$ cat config.mk
export PLATFORM = sky130hd
export DESIGN_NAME = i2c_master_register_access
export DESIGN_NICKNAME = d
export VERILOG_FILES = /design/src/design/i2cmra_pkg.sv /design/src/design/i2cmra_core.sv /design/src/design/i2c_master_register_access.sv
export SDC_FILE = /design/constraint.sdc
export NUM_CORES = 1
export LEC_CHECK = 0
export ABC_AREA = 1
export BUFFER_PORTS_ARGS = -buffer_cell sky130_fd_sc_hd__buf_2
export CAP_MARGIN = 20
export CORE_MARGIN = 5
export CORE_UTILIZATION = 40
export CTS_CLUSTER_DIAMETER = 60
export DETAILED_ROUTE_END_ITERATION = 16
export MAX_ROUTING_LAYER = met4
export SYNTH_ARGS = -nofsm -noshare
export SYNTH_HDL_FRONTEND = slang
export SYNTH_HIERARCHICAL = 1
export SYNTH_SLANG_ARGS = --single-unit
$ cat constraint.sdc
create_clock -name clock -period 13.26 [get_ports clock]
set_input_delay 1.989 -clock clock [delete_from_list [all_inputs] [get_ports clock]]
set_output_delay 1.989 -clock clock [all_outputs]
set_load 0.05 [all_outputs]
$ cat src/design/i2cmra_pkg.sv
`default_nettype none
// ----------------------------------------------------------------------------
// I2C master register access package
// Shared types and constants for the I2C register access master.
// ----------------------------------------------------------------------------
package i2cmra_pkg;

   localparam int TICK_COUNT_WIDTH_DEFAULT = 16;
   localparam int PHASE_WIDTH              = 16;
   localparam logic [PHASE_WIDTH-1:0] PHASE_TICKS_RESET = 16'd2;

   localparam int CSR_ADDR_WIDTH = 3;
   localparam int CSR_DATA_WIDTH = 32;
   localparam logic [CSR_ADDR_WIDTH-3:0] REG_PHASE_TICKS = 1'b0;

   localparam int REQ_TDATA_WIDTH = 40;
   localparam int REQ_TUSER_WIDTH = 2;
   localparam int RSP_TDATA_WIDTH = 16;

   typedef struct packed {
      logic       request_valid;
      logic       operation;
      logic [7:0] device_address;
      logic [7:0] register_address;
      logic [7:0] write_value;
      logic [7:0] read_count;
      logic       sda_sample;
   } request_type;

   typedef struct packed {
      logic       scl_level;
      logic       sda_level;
      logic       sda_is_input;
      logic [7:0] read_byte;
      logic       read_byte_valid;
      logic       read_byte_last;
      logic       busy_res;
      logic       done_res;
      logic       status;
   } result_type;

endpackage
`default_nettype wire

$ cat src/design/i2cmra_core.sv
`default_nettype none
// ----------------------------------------------------------------------------
// I2C master sequencer
// Holds the bus sequence state and advances it by one tick per transaction.
// ----------------------------------------------------------------------------
module i2cmra_core
   import i2cmra_pkg::*;
#(
   parameter int TICK_COUNT_WIDTH = TICK_COUNT_WIDTH_DEFAULT
) (
   input  wire logic                   clock,
   input  wire logic                   reset,
   input  wire logic                   step_en,
   input  wire request_type            req,
   input  wire logic [PHASE_WIDTH-1:0] phase_ticks,
   output result_type                  res
);

   localparam int CMP_WIDTH =
      ((TICK_COUNT_WIDTH > PHASE_WIDTH) ? TICK_COUNT_WIDTH : PHASE_WIDTH) + 1;

   typedef enum logic [4:0] {
      ST_IDLE, ST_START_A, ST_START_B, ST_START_C,
      ST_W_SETUP, ST_W_HIGH, ST_W_LOW,
      ST_ACK_REL, ST_ACK_HIGH, ST_ACK_LOW,
      ST_R_REL, ST_R_HIGH, ST_R_LOW, ST_R_OUT,
      ST_M_SET, ST_M_HIGH, ST_M_LOW, ST_STOP
   } step_type;

   typedef struct packed {
      logic sda_in;
      logic sda;
      logic scl;
   } pins_type;

   typedef enum logic [1:0] {
      STAGE_DEVICE, STAGE_REGISTER, STAGE_VALUE, STAGE_READ
   } stage_type;

   step_type                     step_ff, step_in;
   logic [TICK_COUNT_WIDTH-1:0]  count_ff, count_in;
   logic [2:0]                   bit_ff, bit_in;
   logic [7:0]                   shift_ff, shift_in;
   logic [7:0]                   left_ff, left_in;
   logic                         is_read_ff, is_read_in;
   logic [7:0]                   dev_ff, dev_in;
   logic [7:0]                   reg_ff, reg_in;
   logic [7:0]                   val_ff, val_in;
   pins_type                     pins_ff, pins_in;
   stage_type                    stage_ff, stage_in;
   logic                         nack_ff, nack_in;

   logic                         seg_end;
   logic [CMP_WIDTH-1:0]         count_ext;
   logic [CMP_WIDTH-1:0]         phase_ext;

   function automatic pins_type enter_pins(input step_type st, input logic [7:0] sh,
                                           input logic [2:0] bi, input logic [7:0] lf,
                                           input pins_type cur);
      logic     mack;
      pins_type p;
      mack = (lf == 8'd1);
      p    = cur;
      case (st)
         ST_START_A:  p = '{sda_in: 1'b0, sda: 1'b1, scl: 1'b1};
         ST_START_B:  p = '{sda_in: 1'b0, sda: 1'b0, scl: 1'b1};
         ST_START_C:  p = '{sda_in: 1'b0, sda: 1'b0, scl: 1'b0};
         ST_W_SETUP:  p = '{sda_in: 1'b0, sda: sh[7], scl: 1'b0};
         ST_W_HIGH:   p = '{sda_in: 1'b0, sda: sh[7], scl: 1'b1};
         ST_W_LOW:    p = '{sda_in: 1'b0, sda: (bi == 3'd7) | sh[7], scl: 1'b0};
         ST_ACK_REL:  p = '{sda_in: 1'b1, sda: 1'b1, scl: 1'b0};
         ST_ACK_HIGH: p = '{sda_in: 1'b1, sda: 1'b1, scl: 1'b1};
         ST_ACK_LOW:  p = '{sda_in: 1'b0, sda: 1'b1, scl: 1'b0};
         ST_R_REL:    p = '{sda_in: 1'b1, sda: 1'b1, scl: 1'b0};
         ST_R_HIGH:   p = '{sda_in: 1'b1, sda: 1'b1, scl: 1'b1};
         ST_R_LOW:    p = '{sda_in: 1'b1, sda: 1'b1, scl: 1'b0};
         ST_R_OUT:    p = '{sda_in: 1'b0, sda: 1'b1, scl: 1'b0};
         ST_M_SET:    p = '{sda_in: 1'b0, sda: mack, scl: 1'b0};
         ST_M_HIGH:   p = '{sda_in: 1'b0, sda: mack, scl: 1'b1};
         ST_M_LOW:    p = '{sda_in: 1'b0, sda: mack, scl: 1'b0};
         ST_STOP:     p = '{sda_in: 1'b0, sda: 1'b0, scl: 1'b1};
         default:     p = cur;
      endcase
      return p;
   endfunction

   always_comb begin
      step_in    = step_ff;
      count_in   = count_ff;
      bit_in     = bit_ff;
      shift_in   = shift_ff;
      left_in    = left_ff;
      is_read_in = is_read_ff;
      dev_in     = dev_ff;
      reg_in     = reg_ff;
      val_in     = val_ff;
      pins_in    = pins_ff;
      stage_in   = stage_ff;
      nack_in    = nack_ff;
      res        = '0;
      count_ext  = '0;
      phase_ext  = CMP_WIDTH'(phase_ticks);
      seg_end    = 1'b0;

      if (step_in == ST_IDLE && req.request_valid) begin
         is_read_in = req.operation;
         dev_in     = req.device_address;
         reg_in     = req.register_address;
         val_in     = req.write_value;
         left_in    = (req.read_count == 8'd0) ? 8'd1 : req.read_count;
         stage_in   = STAGE_DEVICE;
         nack_in    = 1'b0;
         bit_in     = 3'd0;
         shift_in   = 8'd0;
         step_in    = ST_START_A;
         count_in   = '0;
         pins_in    = enter_pins(step_in, shift_in, bit_in, left_in, pins_in);
      end

      res.scl_level    = pins_in.scl;
      res.sda_level    = pins_in.sda;
      res.sda_is_input = pins_in.sda_in;

      if (step_in != ST_IDLE) begin
         res.busy_res = 1'b1;
         count_ext    = CMP_WIDTH'(count_in) + CMP_WIDTH'(1);
         seg_end      = (count_ext >= phase_ext) || (&count_in);
         if (!seg_end) begin
            count_in = count_in + TICK_COUNT_WIDTH'(1);
         end else begin
            count_in = '0;
            case (step_in)
               ST_START_A: step_in = ST_START_B;
               ST_START_B: step_in = ST_START_C;
               ST_START_C: begin
                  shift_in = (stage_in == STAGE_READ) ? (dev_in | 8'h01) : dev_in;
                  bit_in   = 3'd0;
                  step_in  = ST_W_SETUP;
               end
               ST_W_SETUP: step_in = ST_W_HIGH;
               ST_W_HIGH:  step_in = ST_W_LOW;
               ST_W_LOW: begin
                  shift_in = {shift_in[6:0], 1'b0};
                  if (bit_in == 3'd7) begin
                     bit_in  = 3'd0;
                     step_in = ST_ACK_REL;
                  end else begin
                     bit_in  = bit_in + 3'd1;
                     step_in = ST_W_SETUP;
                  end
               end
               ST_ACK_REL: step_in = ST_ACK_HIGH;
               ST_ACK_HIGH: begin
                  nack_in = req.sda_sample;
                  step_in = ST_ACK_LOW;
               end
               ST_ACK_LOW: begin
                  if (nack_in) begin
                     res.done_res = 1'b1;
                     res.status   = 1'b1;
                     step_in      = ST_IDLE;
                  end else begin
                     case (stage_in)
                        STAGE_DEVICE: begin
                           stage_in = STAGE_REGISTER;
                           shift_in = reg_in;
                           bit_in   = 3'd0;
                           step_in  = ST_W_SETUP;
                        end
                        STAGE_REGISTER: begin
                           if (is_read_in) begin
                              stage_in = STAGE_READ;
                              step_in  = ST_START_A;
                           end else begin
                              stage_in = STAGE_VALUE;
                              shift_in = val_in;
                              bit_in   = 3'd0;
                              step_in  = ST_W_SETUP;
                           end
                        end
                        STAGE_VALUE: step_in = ST_STOP;
                        default:     step_in = ST_R_REL;
                     endcase
                  end
               end
               ST_R_REL: begin
                  bit_in   = 3'd0;
                  shift_in = 8'd0;
                  step_in  = ST_R_HIGH;
               end
               ST_R_HIGH: begin
                  shift_in = {shift_in[6:0], req.sda_sample};
                  if (bit_in == 3'd7) begin
                     res.read_byte       = shift_in;
                     res.read_byte_valid = 1'b1;
                     res.read_byte_last  = (left_in == 8'd1);
                  end
                  step_in = ST_R_LOW;
               end
               ST_R_LOW: begin
                  if (bit_in == 3'd7) begin
                     step_in = ST_R_OUT;
                  end else begin
                     bit_in  = bit_in + 3'd1;
                     step_in = ST_R_HIGH;
                  end
               end
               ST_R_OUT:  step_in = ST_M_SET;
               ST_M_SET:  step_in = ST_M_HIGH;
               ST_M_HIGH: step_in = ST_M_LOW;
               ST_M_LOW: begin
                  if (left_in != 8'd0) begin
                     left_in = left_in - 8'd1;
                  end
                  step_in = (left_in == 8'd0) ? ST_STOP : ST_R_REL;
               end
               ST_STOP: begin
                  res.done_res = 1'b1;
                  pins_in      = '{sda_in: 1'b0, sda: 1'b1, scl: 1'b1};
                  step_in      = ST_IDLE;
               end
               default: step_in = ST_IDLE;
            endcase
            pins_in = enter_pins(step_in, shift_in, bit_in, left_in, pins_in);
         end
      end
   end

   always_ff @(posedge clock) begin
      if (reset) begin
         step_ff    <= ST_IDLE;
         count_ff   <= '0;
         bit_ff     <= 3'd0;
         shift_ff   <= 8'd0;
         left_ff    <= 8'd0;
         is_read_ff <= 1'b0;
         dev_ff     <= 8'd0;
         reg_ff     <= 8'd0;
         val_ff     <= 8'd0;
         pins_ff    <= '{sda_in: 1'b0, sda: 1'b1, scl: 1'b1};
         stage_ff   <= STAGE_DEVICE;
         nack_ff    <= 1'b0;
      end else if (step_en) begin
         step_ff    <= step_in;
         count_ff   <= count_in;
         bit_ff     <= bit_in;
         shift_ff   <= shift_in;
         left_ff    <= left_in;
         is_read_ff <= is_read_in;
         dev_ff     <= dev_in;
         reg_ff     <= reg_in;
         val_ff     <= val_in;
         pins_ff    <= pins_in;
         stage_ff   <= stage_in;
         nack_ff    <= nack_in;
      end
   end

endmodule
`default_nettype wire

$ cat src/design/i2c_master_register_access.sv
`default_nettype none
// ----------------------------------------------------------------------------
// I2C master register access
// Streaming I2C master that performs single register reads and writes.
// ----------------------------------------------------------------------------
// Each transaction on the req channel is one bus timing tick. It carries the
// sampled SDA level and, while the master is idle, an optional register read
// or write request. Every accepted tick yields exactly one transaction on the
// rsp channel with the pin drive for that tick, any received byte, and the
// busy, done and status flags. The phase_ticks register at address 0 sets
// the number of ticks in each delay step and is written over the APB port.
// The result of a tick is registered and presented on the
// cycle after acceptance. Throughput is one tick per cycle, set by the
// combinational sequencer update feeding the result register. While the
// receiver stalls, the pending result is held and a new tick is taken only
// in the cycle in which that result leaves. Reset empties the result
// register, returns the sequencer to idle with SCL and SDA released and
// restores phase_ticks to 2.
// ----------------------------------------------------------------------------
module i2c_master_register_access
   import i2cmra_pkg::*;
#(
   parameter int TICK_COUNT_WIDTH = TICK_COUNT_WIDTH_DEFAULT
) (
   input  wire logic                       clock,
   input  wire logic                       reset,
   input  wire logic                       req_tvalid,
   output logic                            req_tready,
   // device_address, register_address, write_value, read_count, sda_sample
   input  wire logic [REQ_TDATA_WIDTH-1:0] req_tdata,
   // request_valid, operation
   input  wire logic [REQ_TUSER_WIDTH-1:0] req_tuser,
   output logic                            rsp_tvalid,
   input  wire logic                       rsp_tready,
   // scl_level, sda_level, sda_is_input, read_byte, read_byte_valid,
   // busy_res, done_res, status
   output logic [RSP_TDATA_WIDTH-1:0]      rsp_tdata,
   // read_byte_last
   output logic                            rsp_tlast,
   input  wire logic                       csr_psel,
   input  wire logic                       csr_penable,
   input  wire logic                       csr_pwrite,
   input  wire logic [CSR_ADDR_WIDTH-1:0]  csr_paddr,
   input  wire logic [CSR_DATA_WIDTH-1:0]  csr_pwdata,
   output logic [CSR_DATA_WIDTH-1:0]       csr_prdata,
   output logic                            csr_pready
);

   logic [PHASE_WIDTH-1:0] phase_ff;
   logic                   rsp_valid_ff, rsp_valid_in;
   result_type             rsp_ff;
   result_type             step_res;
   request_type            req;
   logic                   accept;
   logic                   phase_sel;

   assign csr_pready = 1'b1;
   assign phase_sel  = (csr_paddr[CSR_ADDR_WIDTH-1:2] == REG_PHASE_TICKS);
   assign csr_prdata = phase_sel ? CSR_DATA_WIDTH'(phase_ff) : '0;

   always_ff @(posedge clock) begin
      if (reset) begin
         phase_ff <= PHASE_TICKS_RESET;
      end else if (csr_psel && csr_penable && csr_pwrite && csr_pready && phase_sel) begin
         phase_ff <= csr_pwdata[PHASE_WIDTH-1:0];
      end
   end

   assign req.request_valid    = req_tuser[0];
   assign req.operation        = req_tuser[1];
   assign req.device_address   = req_tdata[7:0];
   assign req.register_address = req_tdata[15:8];
   assign req.write_value      = req_tdata[23:16];
   assign req.read_count       = req_tdata[31:24];
   assign req.sda_sample       = req_tdata[32];

   assign req_tready   = !reset && (!rsp_valid_ff || rsp_tready);
   assign accept       = req_tvalid && req_tready;
   assign rsp_valid_in = accept || (rsp_valid_ff && !rsp_tready);

   i2cmra_core #(
      .TICK_COUNT_WIDTH (TICK_COUNT_WIDTH)
   ) u_core (
      .clock       (clock),
      .reset       (reset),
      .step_en     (accept),
      .req         (req),
      .phase_ticks (phase_ff),
      .res         (step_res)
   );

   always_ff @(posedge clock) begin
      if (reset) begin
         rsp_valid_ff <= 1'b0;
      end else begin
         rsp_valid_ff <= rsp_valid_in;
      end
      if (accept) begin
         rsp_ff <= step_res;
      end
   end

   assign rsp_tvalid = rsp_valid_ff;
   assign rsp_tlast  = rsp_ff.read_byte_last;
   assign rsp_tdata  = {1'b0, rsp_ff.status, rsp_ff.done_res, rsp_ff.busy_res,
                        rsp_ff.read_byte_valid, rsp_ff.read_byte,
                        rsp_ff.sda_is_input, rsp_ff.sda_level, rsp_ff.scl_level};

endmodule
`default_nettype wire

==> metrics.txt, run 1 <==
Hold Crit Class=reg2reg; Die W=145 µm; origin of the critical flop-to-flop path=u_core/step_ff[4]$_SDFFE_PP0P_; CTS tree=built; post-CTS resize count=0; Pwr Total=796 µW; Area after DPL=0.00780 mm²; post-layout min period=6.68 ns; setup TNS=0 ns; Max Freq=150 MHz; sequential share of the synthesized area=0.306; Synth Area per Inst=6.53 µm²; power density cells=98.4 mW/mm²; PortBufs=92; number of synthesized flops with an enable pin=16; most used cell, CP=nand2_1; WL final=18,200 µm; number of synthesized register bits=104; VDD IR max=0.0726 mV; Post-CTS Setup Inserts=0; hold-fix buffers at CTS=0; vias in the first global route=6,369; largest net degree at the start of global routing=71; Crit. End Element=flop; core area=0.0180 mm²; 1st-pass router iterations=5; Syn Std Cell Area=0.00732 mm²; WHS=0.466 ns; crit-path max FO=32; Crit path required time=13.51 ns; residual DRC count=0; CTS Buffer Depth=2; RSZ-0062 raised after global routing=false; Worst Tran Pin Value=0.970 ns; ANT cells=0; clock buffer count from CTS=9; row cnt=49; Critical Path Source=req_tuser[0]; maxcap violations=0; initial antenna violation count=0; Yosys cell types=52; CP arrival=6.93 ns; Net count, final=1,289; worst skew pair latency=0.36 ns; family with the most delay on the worst path=simple AND/OR/NAND/NOR gates; dominant synthesized flop cell=dfxtp_1; Worst-path clk slew=0.07 ns; grt total ovfl=0; Rel. slew slack=0.351; GP Congestion=0.911; Clock Skews=0.00805 ns; slowest stage delay, CP=0.52 ns; Final period util=0.504; vias=6,906; fraction of layout cells with a size suffix above 1=0.157; Vias/cell=4.87; placed wire-length estimate=13,300 µm; antenna-violating nets left=0; static leakage=0.00384 µW; status=finished clean; Synth Warn #=6; Gate Count Post-Synth=1,121; first-pass GRT wire length=30,600 µm; CTS sink cnt=104; Hold Vio Cnt, Final=0; commonest non-fill, non-tap cell in the layout=nand2_1; Buf+Inv Stages, Crit Path=4; Hold Crit Start=u_core/bit_ff[0]$_SDFFE_PP0P_; CP max stage cell=nand2_2; total track usage=0.175; htree depth=3; most frequent cells in the layout=nand2_1, inv_1, nor2_1; Initial Util=0.407; Root Driver=clkbuf_16; fin area=0.00809 mm²; drt wl/cell=12.8 µm; I/O pins=136; CP Launch Type=input port; drt initial violations=369; Synth async-reset ratio=0; die height=145 µm; synthesis-to-finish area growth=10.6%; CP Class=in2reg; Setup Viol. Count Final=0; count of pins over their slew limit=0; Die Area=0.0211 mm²
## cells by family after synthesis
logic type / share of synthesized area
other: 0.00103
adders and majority gates: 0.0376
xor gates and xnor gates: 0.0168
AOI/OAI and AO/OA: 0.168
muxes: 0.0109
buffers and inverters: 0.154
DFF: 0.306
and+or+nand+nor: 0.305
## power by group
group          internal (µW)  total (µW)  switching, µW
Clock                    139         262            123
Combinational           54.8         193            138
Sequential               334         341           6.66
## worst register-to-register path, cell delays in order, from the launching register on
cell and delay, ns:
dfxtp_1 0.55, inv_1 0.21, nand2_4 0.16, inv_1 0.06, nand2_2 0.52, nand2_1 0.23
or3_1 0.45, nor3_2 0.19, nand2_1 0.14, nor3_1 0.20, xnor2_1 0.12, ha_1 0.31
nand2_1 0.05, nor2_1 0.11, a211oi_1 0.06, a21boi_0 0.13, o21ai_0 0.20, a21oi_1 0.12
nand2_1 0.37, inv_2 0.25, nor2_4 0.36, inv_2 0.28, nor4_1 0.42, nand2_1 0.09
nand2_1 0.07, nand2_1 0.04
## final timing paths
| check | endpoint | slack [ns] | cells past startpoint |
|---|---|---|---|
| setup / recovery | u_core/pins_ff[1]$_SDFFE_PP1P_ | 6.58 | 25 |
| hold / removal | u_core/bit_ff[0]$_SDFFE_PP0P_ | 0.47 | 2 |
| setup reg to reg | u_core/pins_ff[1]$_SDFFE_PP1P_ | 7.45 | 25 |
| hold reg to reg | u_core/bit_ff[0]$_SDFFE_PP0P_ | 0.47 | 2 |
## metal layers
| metal | wire (µm) | track usage |
|---|---|---|
| met1 | 8730 | 0.229 |
| met2 | 8270 | 0.279 |
| met3 | 951 | 0.0343 |
| met4 | 236 | 0.0466 |
| met5 | 0 | - |
## sequential cells by signal, indices dropped and copies added (netlist names)
name               cells
phase_ff              16
u_core/shift_ff        8
u_core/is_read_ff      1
u_core/reg_ff          8
u_core/step_ff         5
u_core/count_ff       16
u_core/bit_ff          3
u_core/left_ff         8
rsp_tvalid             1
u_core/nack_ff         1
u_core/stage_ff        2
u_core/dev_ff          8
u_core/val_ff          8
rsp_tdata             15
rsp_tlast              1
u_core/pins_ff         3
## cell usage after synthesis, drive strengths merged, types with 2 or more instances
master	number	area share
xor2	11	0.013
edfxtp	16	0.066
inv	201	0.10
ha	22	0.038
nand4	7	0.0060
a21oi	83	0.057
nand3	51	0.036
a211oi	6	0.0062
nand3b	2	0.0021
mux2i	8	0.011
conb	2	0.0010
clkbuf	29	0.015
nor3	22	0.018
nand2	259	0.14
dfxtp	88	0.24
o21bai	2	0.0026
clkinv	2	0.0012
o21ai	83	0.059
o211ai	26	0.027
a221oi	2	0.0024
buf	33	0.035
nor2	139	0.092
o31ai	4	0.0041
nor4	3	0.0026
a31oi	6	0.0051
nor3b	2	0.0021
xnor2	3	0.0036
## layout make-up
cell class | instances | area (µm²)
clock buffer | 10 | 250
inverter | 203 | 763
clock inverter | 6 | 38.8
tap | 229 | 287
multi-input combinational | 768 | 4010
sequential | 104 | 2240
timing repair buffer | 97 | 498
fill | 1880 | 9870
## through the flow
step,utilization,instances,setup slack [ns]
2_1_floorplan,-,1137,7.06
3_3_place_gp,0.434,1401,6.26
3_5_place_dp,0.434,1401,6.22
4_1_cts,0.450,1417,6.58
5_1_grt,0.450,1417,5.98
6_report,0.450,1417,6.58
(Power assumes the default switching activity.)
==> run 2, diff against run 1 <==
ABC_AREA = 0   (was 1)
clock period = 6 ns   (was 13.26 ns; I/O delays follow)
==> run 2 against run 1 <==
Clock skew increased by 0.0013 ns. Area after synthesis decreased by 7.3%. Global-route usage grew 1.3 points. Sequential cell count unchanged. Wire length down 0.60%. Cell count is 19% lower. Critical path depth is 7 lower. Clock power rose by 150%. Setup slack lost 5.7 ns. Combinational power increased by 50%. Sequential share of layout area increased by 1.6 points. Worst hold slack got worse by 0.010 ns. Largest power group unchanged.
==> metrics.txt, run 2 <==
Gate Count Post-Synth=856 (-24%); Vias/cell=5.46 (+12%); post-layout min period=5.11 ns; power density cells=218 mW/mm² (+120%); status=finished clean; GP Congestion=0.878 (-3.6%); residual DRC count=0 (unchanged); drt wl/cell=15.7 µm (+22%); total track usage=0.188 (+0.0128); number of synthesized flops with an enable pin=16 (unchanged); CP max stage cell=dfxtp_1; commonest cells in the netlist=nand2_1, nor2_1, dfxtp_1; Post-CTS Setup Inserts=0 (unchanged); Global Route met3 Usage=0.0259 (-0.00840); CP arrival=5.33 ns (-1.60 ns); antenna-violating nets left=0 (unchanged); routing usage on met1=0.274 (+0.0449); Worst Tran Pin Value=1.13 ns (+0.164 ns); Die W=140 µm (-3.4%); area share of the largest cell type after synthesis=0.260 (+0.0189); setup TNS=0 ns (unchanged); synthesis-to-finish area growth=12.9%; most frequent cells in the layout=nand2_1, nor2_1, buf_2; hold-fix buffers at CTS=0 (unchanged); placed wire-length estimate=12,900 µm (-2.8%); largest net degree at the start of global routing=75 (+5.6%); number of synthesized register bits=104 (unchanged); first-pass GRT wire length=30,100 µm (-1.7%); Crit path required time=6.23 ns (-7.28 ns); 1st-pass router iterations=5 (unchanged); Syn Std Cell Area=0.00678 mm² (-7.3%); Buf+Inv Stages, Crit Path=0 (-4); count of pins over their slew limit=0 (unchanged); Clock Skews=0.00939 ns (+0.00134 ns); family with the most delay on the worst path=simple AND/OR/NAND/NOR gates; CP Launch Type=flop; Crit. End Element=flop; Final period util=0.851; worst skew pair latency=0.37 ns (about the same); Hold Vio Cnt, Final=0 (unchanged); Initial Util=0.409 (+0.00183); origin of the critical flop-to-flop path=u_core/step_ff[2]$_SDFFE_PP0P_; Worst-path clk slew=0.08 ns (about the same); Synth Area per Inst=7.93 µm² (+21%); htree depth=3 (unchanged); fraction of layout cells with a size suffix above 1=0.165 (+0.00795); GRT met2 Usage=0.270 (-0.00938); drt initial violations=511 (+38%); commonest non-fill, non-tap cell in the layout=nand2_1; DP Worst Slack=0.775 ns (-5.44 ns); maxcap violations=0 (unchanged); WL final=18,100 µm (-0.60%); CTS tree=built; most used routing layer=met1; post-CTS resize count=0 (unchanged); Root Driver=clkbuf_16; initial antenna violation count=0 (unchanged); VDD IR max=0.141 mV (+93%); die height=140 µm (-3.4%); top-count cell post-synth=nand2_1; dominant synthesized flop cell=dfxtp_1; static leakage=0.00296 µW (-23%); clock buffer count from CTS=9 (unchanged); vias in the first global route=5,845 (-8.2%); Synth async-reset ratio=0 (unchanged); Hold Crit Start=u_core/reg_ff[0]$_SDFFE_PP0P_; CTS Buffer Depth=2 (unchanged); Final Worst Setup Slack=0.892 ns (-5.69 ns); row cnt=47 (-4.1%); top cell type by total area after synthesis=dfxtp_1; Critical Path Source=u_core/step_ff[2]$_SDFFE_PP0P_; I/O pins=136 (unchanged); Net count, final=1,031 (-20%); RSZ-0062 raised after global routing=false; Rel. slew slack=0.225 (-0.126); Yosys cell types=80 (+54%); ANT cells=0 (unchanged); sequential share of the synthesized area=0.331 (+0.0240); critical-path cell list=nor3_2 > nand3_4 > and2_1 > ha_1 > and3_1 > nand2_1 > nor2_1 > xnor2_1 > nor2_1 > ha_1 > nand2_1 > o21ai_0 > a2111oi_0 > a211oi_1 > nor2_1 > nor2_1 > and3_1 > and4_1; largest cells by area after synthesis=dfxtp_1, edfxtp_1, nand2_1; PortBufs=92 (unchanged); Hold Crit Class=reg2reg; Die Area=0.0197 mm² (-6.8%); crit-path max FO=20 (-38%); Max Freq=196 MHz; CTS sink cnt=104 (unchanged); CP Class=reg2reg; Pwr Total=1670 µW (+110%); vias=6,276 (-9.1%); Setup Viol. Count Final=0 (unchanged); most used cell, CP=nor2_1; core area=0.0166 mm² (-7.7%); grt total ovfl=0 (unchanged); slowest stage delay, CP=0.77 ns (+0.25 ns); Synth Warn #=6 (unchanged)
==> run 2: power breakdown <==
| group | internal, µW | leakage, µW | switching [µW] |
|---|---|---|---|
| Combinational | 93.4 | 0.00195 | 195 |
| Sequential | 723 | 0.000851 | 12.8 |
| Clock | 338 | 0.000155 | 304 |
| Total | 1150 | 0.00296 | 512 |
==> run 2: routing by layer <==
metal	routed length [µm]	vias up
li1	-	3153
met1	8960	2912
met2	7970	187
met3	844	24
met4	311	0
met5	0	-
==> run 2: metrics by stage <==
step                      hold WS, ns  utilization  instance area [µm²]  std cells
after floorplan                 0.432            -                 6840        872
after global routing            0.477        0.462                 7660       1150
after detailed placement        0.447        0.442                 7330       1133
final                           0.456        0.462                 7660       1150
after global placement          0.438        0.442                 7330       1132
after CTS                       0.458        0.462                 7650       1149
==> run 2: worst min-delay path: stages (launching register included) <==
cell,delay [ns]
dfxtp_1,0.31
nand2_1,0.05
a21oi_1,0.05
==> run 2: final cells by class <==
class | count | area (µm²)
fill | 1699 | 8920
sequential | 104 | 2240
timing repair buffer | 108 | 578
multi-input combinational | 673 | 4140
clock buffer | 9 | 225
clock inverter | 7 | 96.3
inverter | 29 | 109
tap | 220 | 275
==> run 2: cells by family (layout without fill, tap and decap cells) <==
logic type	after synthesis	count (layout)	share of synthesized area
compound gates	184	184	0.183
xor+xnor	18	18	0.0232
fa+ha+maj	22	22	0.0406
buf+inv	95	153	0.0697
flops	104	104	0.331
mux	41	41	0.0618
other cells	2	18	0.00111
simple gates	390	390	0.290
==> run 2: worst paths after layout <==
path	endpoint	slack, ns	depth (start not counted)
setup / recovery	rsp_tlast$_DFFE_PP_	0.89	18
hold / removal	u_core/reg_ff[0]$_SDFFE_PP0P_	0.46	2
setup reg to reg	rsp_tlast$_DFFE_PP_	0.89	18
hold reg to reg	u_core/reg_ff[0]$_SDFFE_PP0P_	0.46	2
==> run 3, diff against run 2 <==
PLACE_DENSITY_LB_ADDON = 0.15   (was unset)
==> run 3 against run 2 <==
Clock power decreased by 2%. Design area increased by 0.44%. Critical path depth is 2 higher. Power shrank 0.74%. Die area unchanged. Worst hold slack improved by 0.00066 ns. Utilization grew 0.20 points. Combinational power about the same. Clock-buffer cell count increased by 1.
==> metrics.txt, run 3 (synthesis gave the netlist of run 2 again) <==
WL final=18,500 µm (+2.4%); Hold Path Stages=2 (unchanged); drt wl/cell=16.0 µm (+1.9%); crit-path max FO=7 (-65%); RSZ-0062 raised after global routing=false; largest net degree at the start of global routing=60 (-20%); Buf+Inv Stages, Crit Path=3 (+3); status=finished clean; row cnt=47 (unchanged); Crit. End Element=flop; I/O pins=136 (unchanged); maxcap violations=0 (unchanged); WHS Endpoint=u_core/dev_ff[6]$_SDFFE_PP0P_; Root Driver=clkbuf_16; Worst Tran Pin Value=1.04 ns (-0.0928 ns); residual DRC count=0 (unchanged); Clock Skews=0.00767 ns (-0.00172 ns); count of pins over their slew limit=0 (unchanged); CP Launch Type=input port; htree depth=3 (unchanged); post-layout min period=4.60 ns (-0.503 ns); drt initial violations=524 (+2.5%); Reg area=0.00224 mm² (unchanged); CTS Buffer Depth=2 (unchanged); reg2reg path depth=21 (+3); PortBufs=92 (unchanged); setup TNS=0 ns (unchanged); initial antenna violation count=0 (unchanged); fraction of layout cells with a size suffix above 1=0.170 (+0.00554); Pwr Total=1650 µW (-0.74%); Hold Vio Cnt, Final=0 (unchanged); Setup Viol. Count Final=0 (unchanged); Rel. slew slack=0.305 (+0.0807); placed wire-length estimate=13,200 µm (+2.7%); worst skew pair latency=0.36 ns (about the same); family with the most delay on the worst path=compound AO/OA/AOI/OAI gates; Seq pwr share=0.445 (+0.003); core area=0.0166 mm² (unchanged); Reg-to-Reg End=u_core/pins_ff[2]$_SDFFE_PP0P_; CTS sink cnt=104 (unchanged); Post-CTS Setup Inserts=0 (unchanged); clock buffer count from CTS=9 (unchanged); 1st-pass router iterations=5 (unchanged); Int Pwr=1160 µW (+0.42%); Die W=140 µm (unchanged); Initial Util=0.409 (unchanged); first-pass GRT wire length=30,300 µm (+0.78%); CP max stage cell=o21ai_1; Final period util=0.767 (-0.0839); CTS tree=built; Hold Crit Start=u_core/dev_ff[6]$_SDFFE_PP0P_; Worst-path clk slew=0.07 ns (about the same); critical-path cell list=buf_2 > nand3_4 > and2_1 > ha_1 > and3_1 > nand2_1 > nor2_1 > xnor2_1 > nor2_1 > ha_1 > a21oi_1 > o21ai_0 > a2111oi_0 > a211oi_1 > buf_4 > or2_1 > o21ai_1 > buf_4 > a22oi_1 > a21oi_1; origin of the critical flop-to-flop path=u_core/step_ff[3]$_SDFFE_PP0P_; vias in the first global route=5,866 (+0.36%); Hold Crit Class=reg2reg; vias=6,263 (-0.21%); Max Freq=217 MHz (+11%); CP Class=in2reg; sw frac=0.299 (-0.00809); Vias/cell=5.42 (-0.64%); area of the multi-input gates=0.00414 mm² (about the same); static leakage=0.00298 µW (+0.63%); Critical Path Source=req_tuser[0]; hold-fix buffers at CTS=0 (unchanged); GP Congestion=0.908 (+3.3%); total track usage=0.191 (+0.00240); die height=140 µm (unchanged); Crit path required time=6.28 ns (+0.05 ns); ANT cells=0 (unchanged); Net count, final=1,036 (+0.48%); CP arrival=4.89 ns (-0.44 ns); VDD IR max=0.121 mV (-14%); most frequent cells in the layout=nand2_1, nor2_1, buf_2; combinational share of power=0.176 (+0.003); slowest stage delay, CP=0.49 ns (-0.28 ns); power density cells=215 mW/mm² (-1.2%); Die Area=0.0197 mm² (unchanged); synthesis-to-finish area growth=13.4%; commonest non-fill, non-tap cell in the layout=nand2_1; grt total ovfl=0 (unchanged); NetSw=495 µW (-3.4%); Clock power frac=0.379 (-0.006); reg-to-reg slack, setup=1.41 ns (+0.52 ns); fill count=1,742 (+2.5%); post-CTS resize count=0 (unchanged); antenna-violating nets left=0 (unchanged)
run 3: changes by cell type in the layout (fill, tap and decap cells not counted), sizes merged:
cell / previous run / this run
inv: 33 / 32
clkbuf: 9 / 10
clkinvlp: 1 / 2
clkinv: 1 / 0
buf: 108 / 113
run 3: tightest hold or removal path, stage by stage (launching register included):
cell and delay (ns):
dfxtp_1 0.31, nand2_1 0.05, a21oi_1 0.05
run 3: routing by layer:
metal	GRT usage	vias to the layer above	routed length, µm
li1	-	3150	-
met1	0.261	2903	8980
met2	0.296	184	8400
met3	0.0252	26	842
met4	0.0546	0	286
met5	-	-	0
run 3: cell type report:
cell class	count	area share
clock inverter	6	0.00959
multi-input combinational	673	0.538
inverter	29	0.0141
sequential	104	0.291
clock buffer	10	0.0311
tap	220	0.0358
timing repair buffer	113	0.0803
run 3: worst max-delay path by stage:
stage	end	slack, ns	cells after the start
floorplan	rsp_tlast$_DFFE_PP_	1.05	21
CTS	u_core/pins_ff[2]$_SDFFE_PP0P_	1.44	20
detailed placement	u_core/pins_ff[2]$_SDFFE_PP0P_	1.07	20
global route	u_core/pins_ff[2]$_SDFFE_PP0P_	1.01	20
finish	u_core/pins_ff[2]$_SDFFE_PP0P_	1.40	20
global placement	u_core/step_ff[0]$_SDFFE_PP0P_	1.03	20
run 3: through the flow:
stage | setup slack, ns | hold WS [ns] | cells | util | area (µm²)
global placement | 1.03 | 0.439 | 1139 | 0.445 | 7380
finish | 1.40 | 0.457 | 1155 | 0.464 | 7690
CTS | 1.44 | 0.454 | 1155 | 0.464 | 7690
global route | 1.01 | 0.473 | 1155 | 0.464 | 7690
detailed placement | 1.07 | 0.443 | 1139 | 0.445 | 7380
floorplan | 1.05 | 0.432 | 872 | - | 6840
run 3: power by group through the flow:
stage          logic, µW  registers [µW]  clock network (µW)
3_5_place_dp         290             753                   0
6_report             291             736                 627
3_3_place_gp         290             752                   0
5_1_grt              316             739                 673
4_1_cts              291             736                 642
2_1_floorplan        206             765                   0
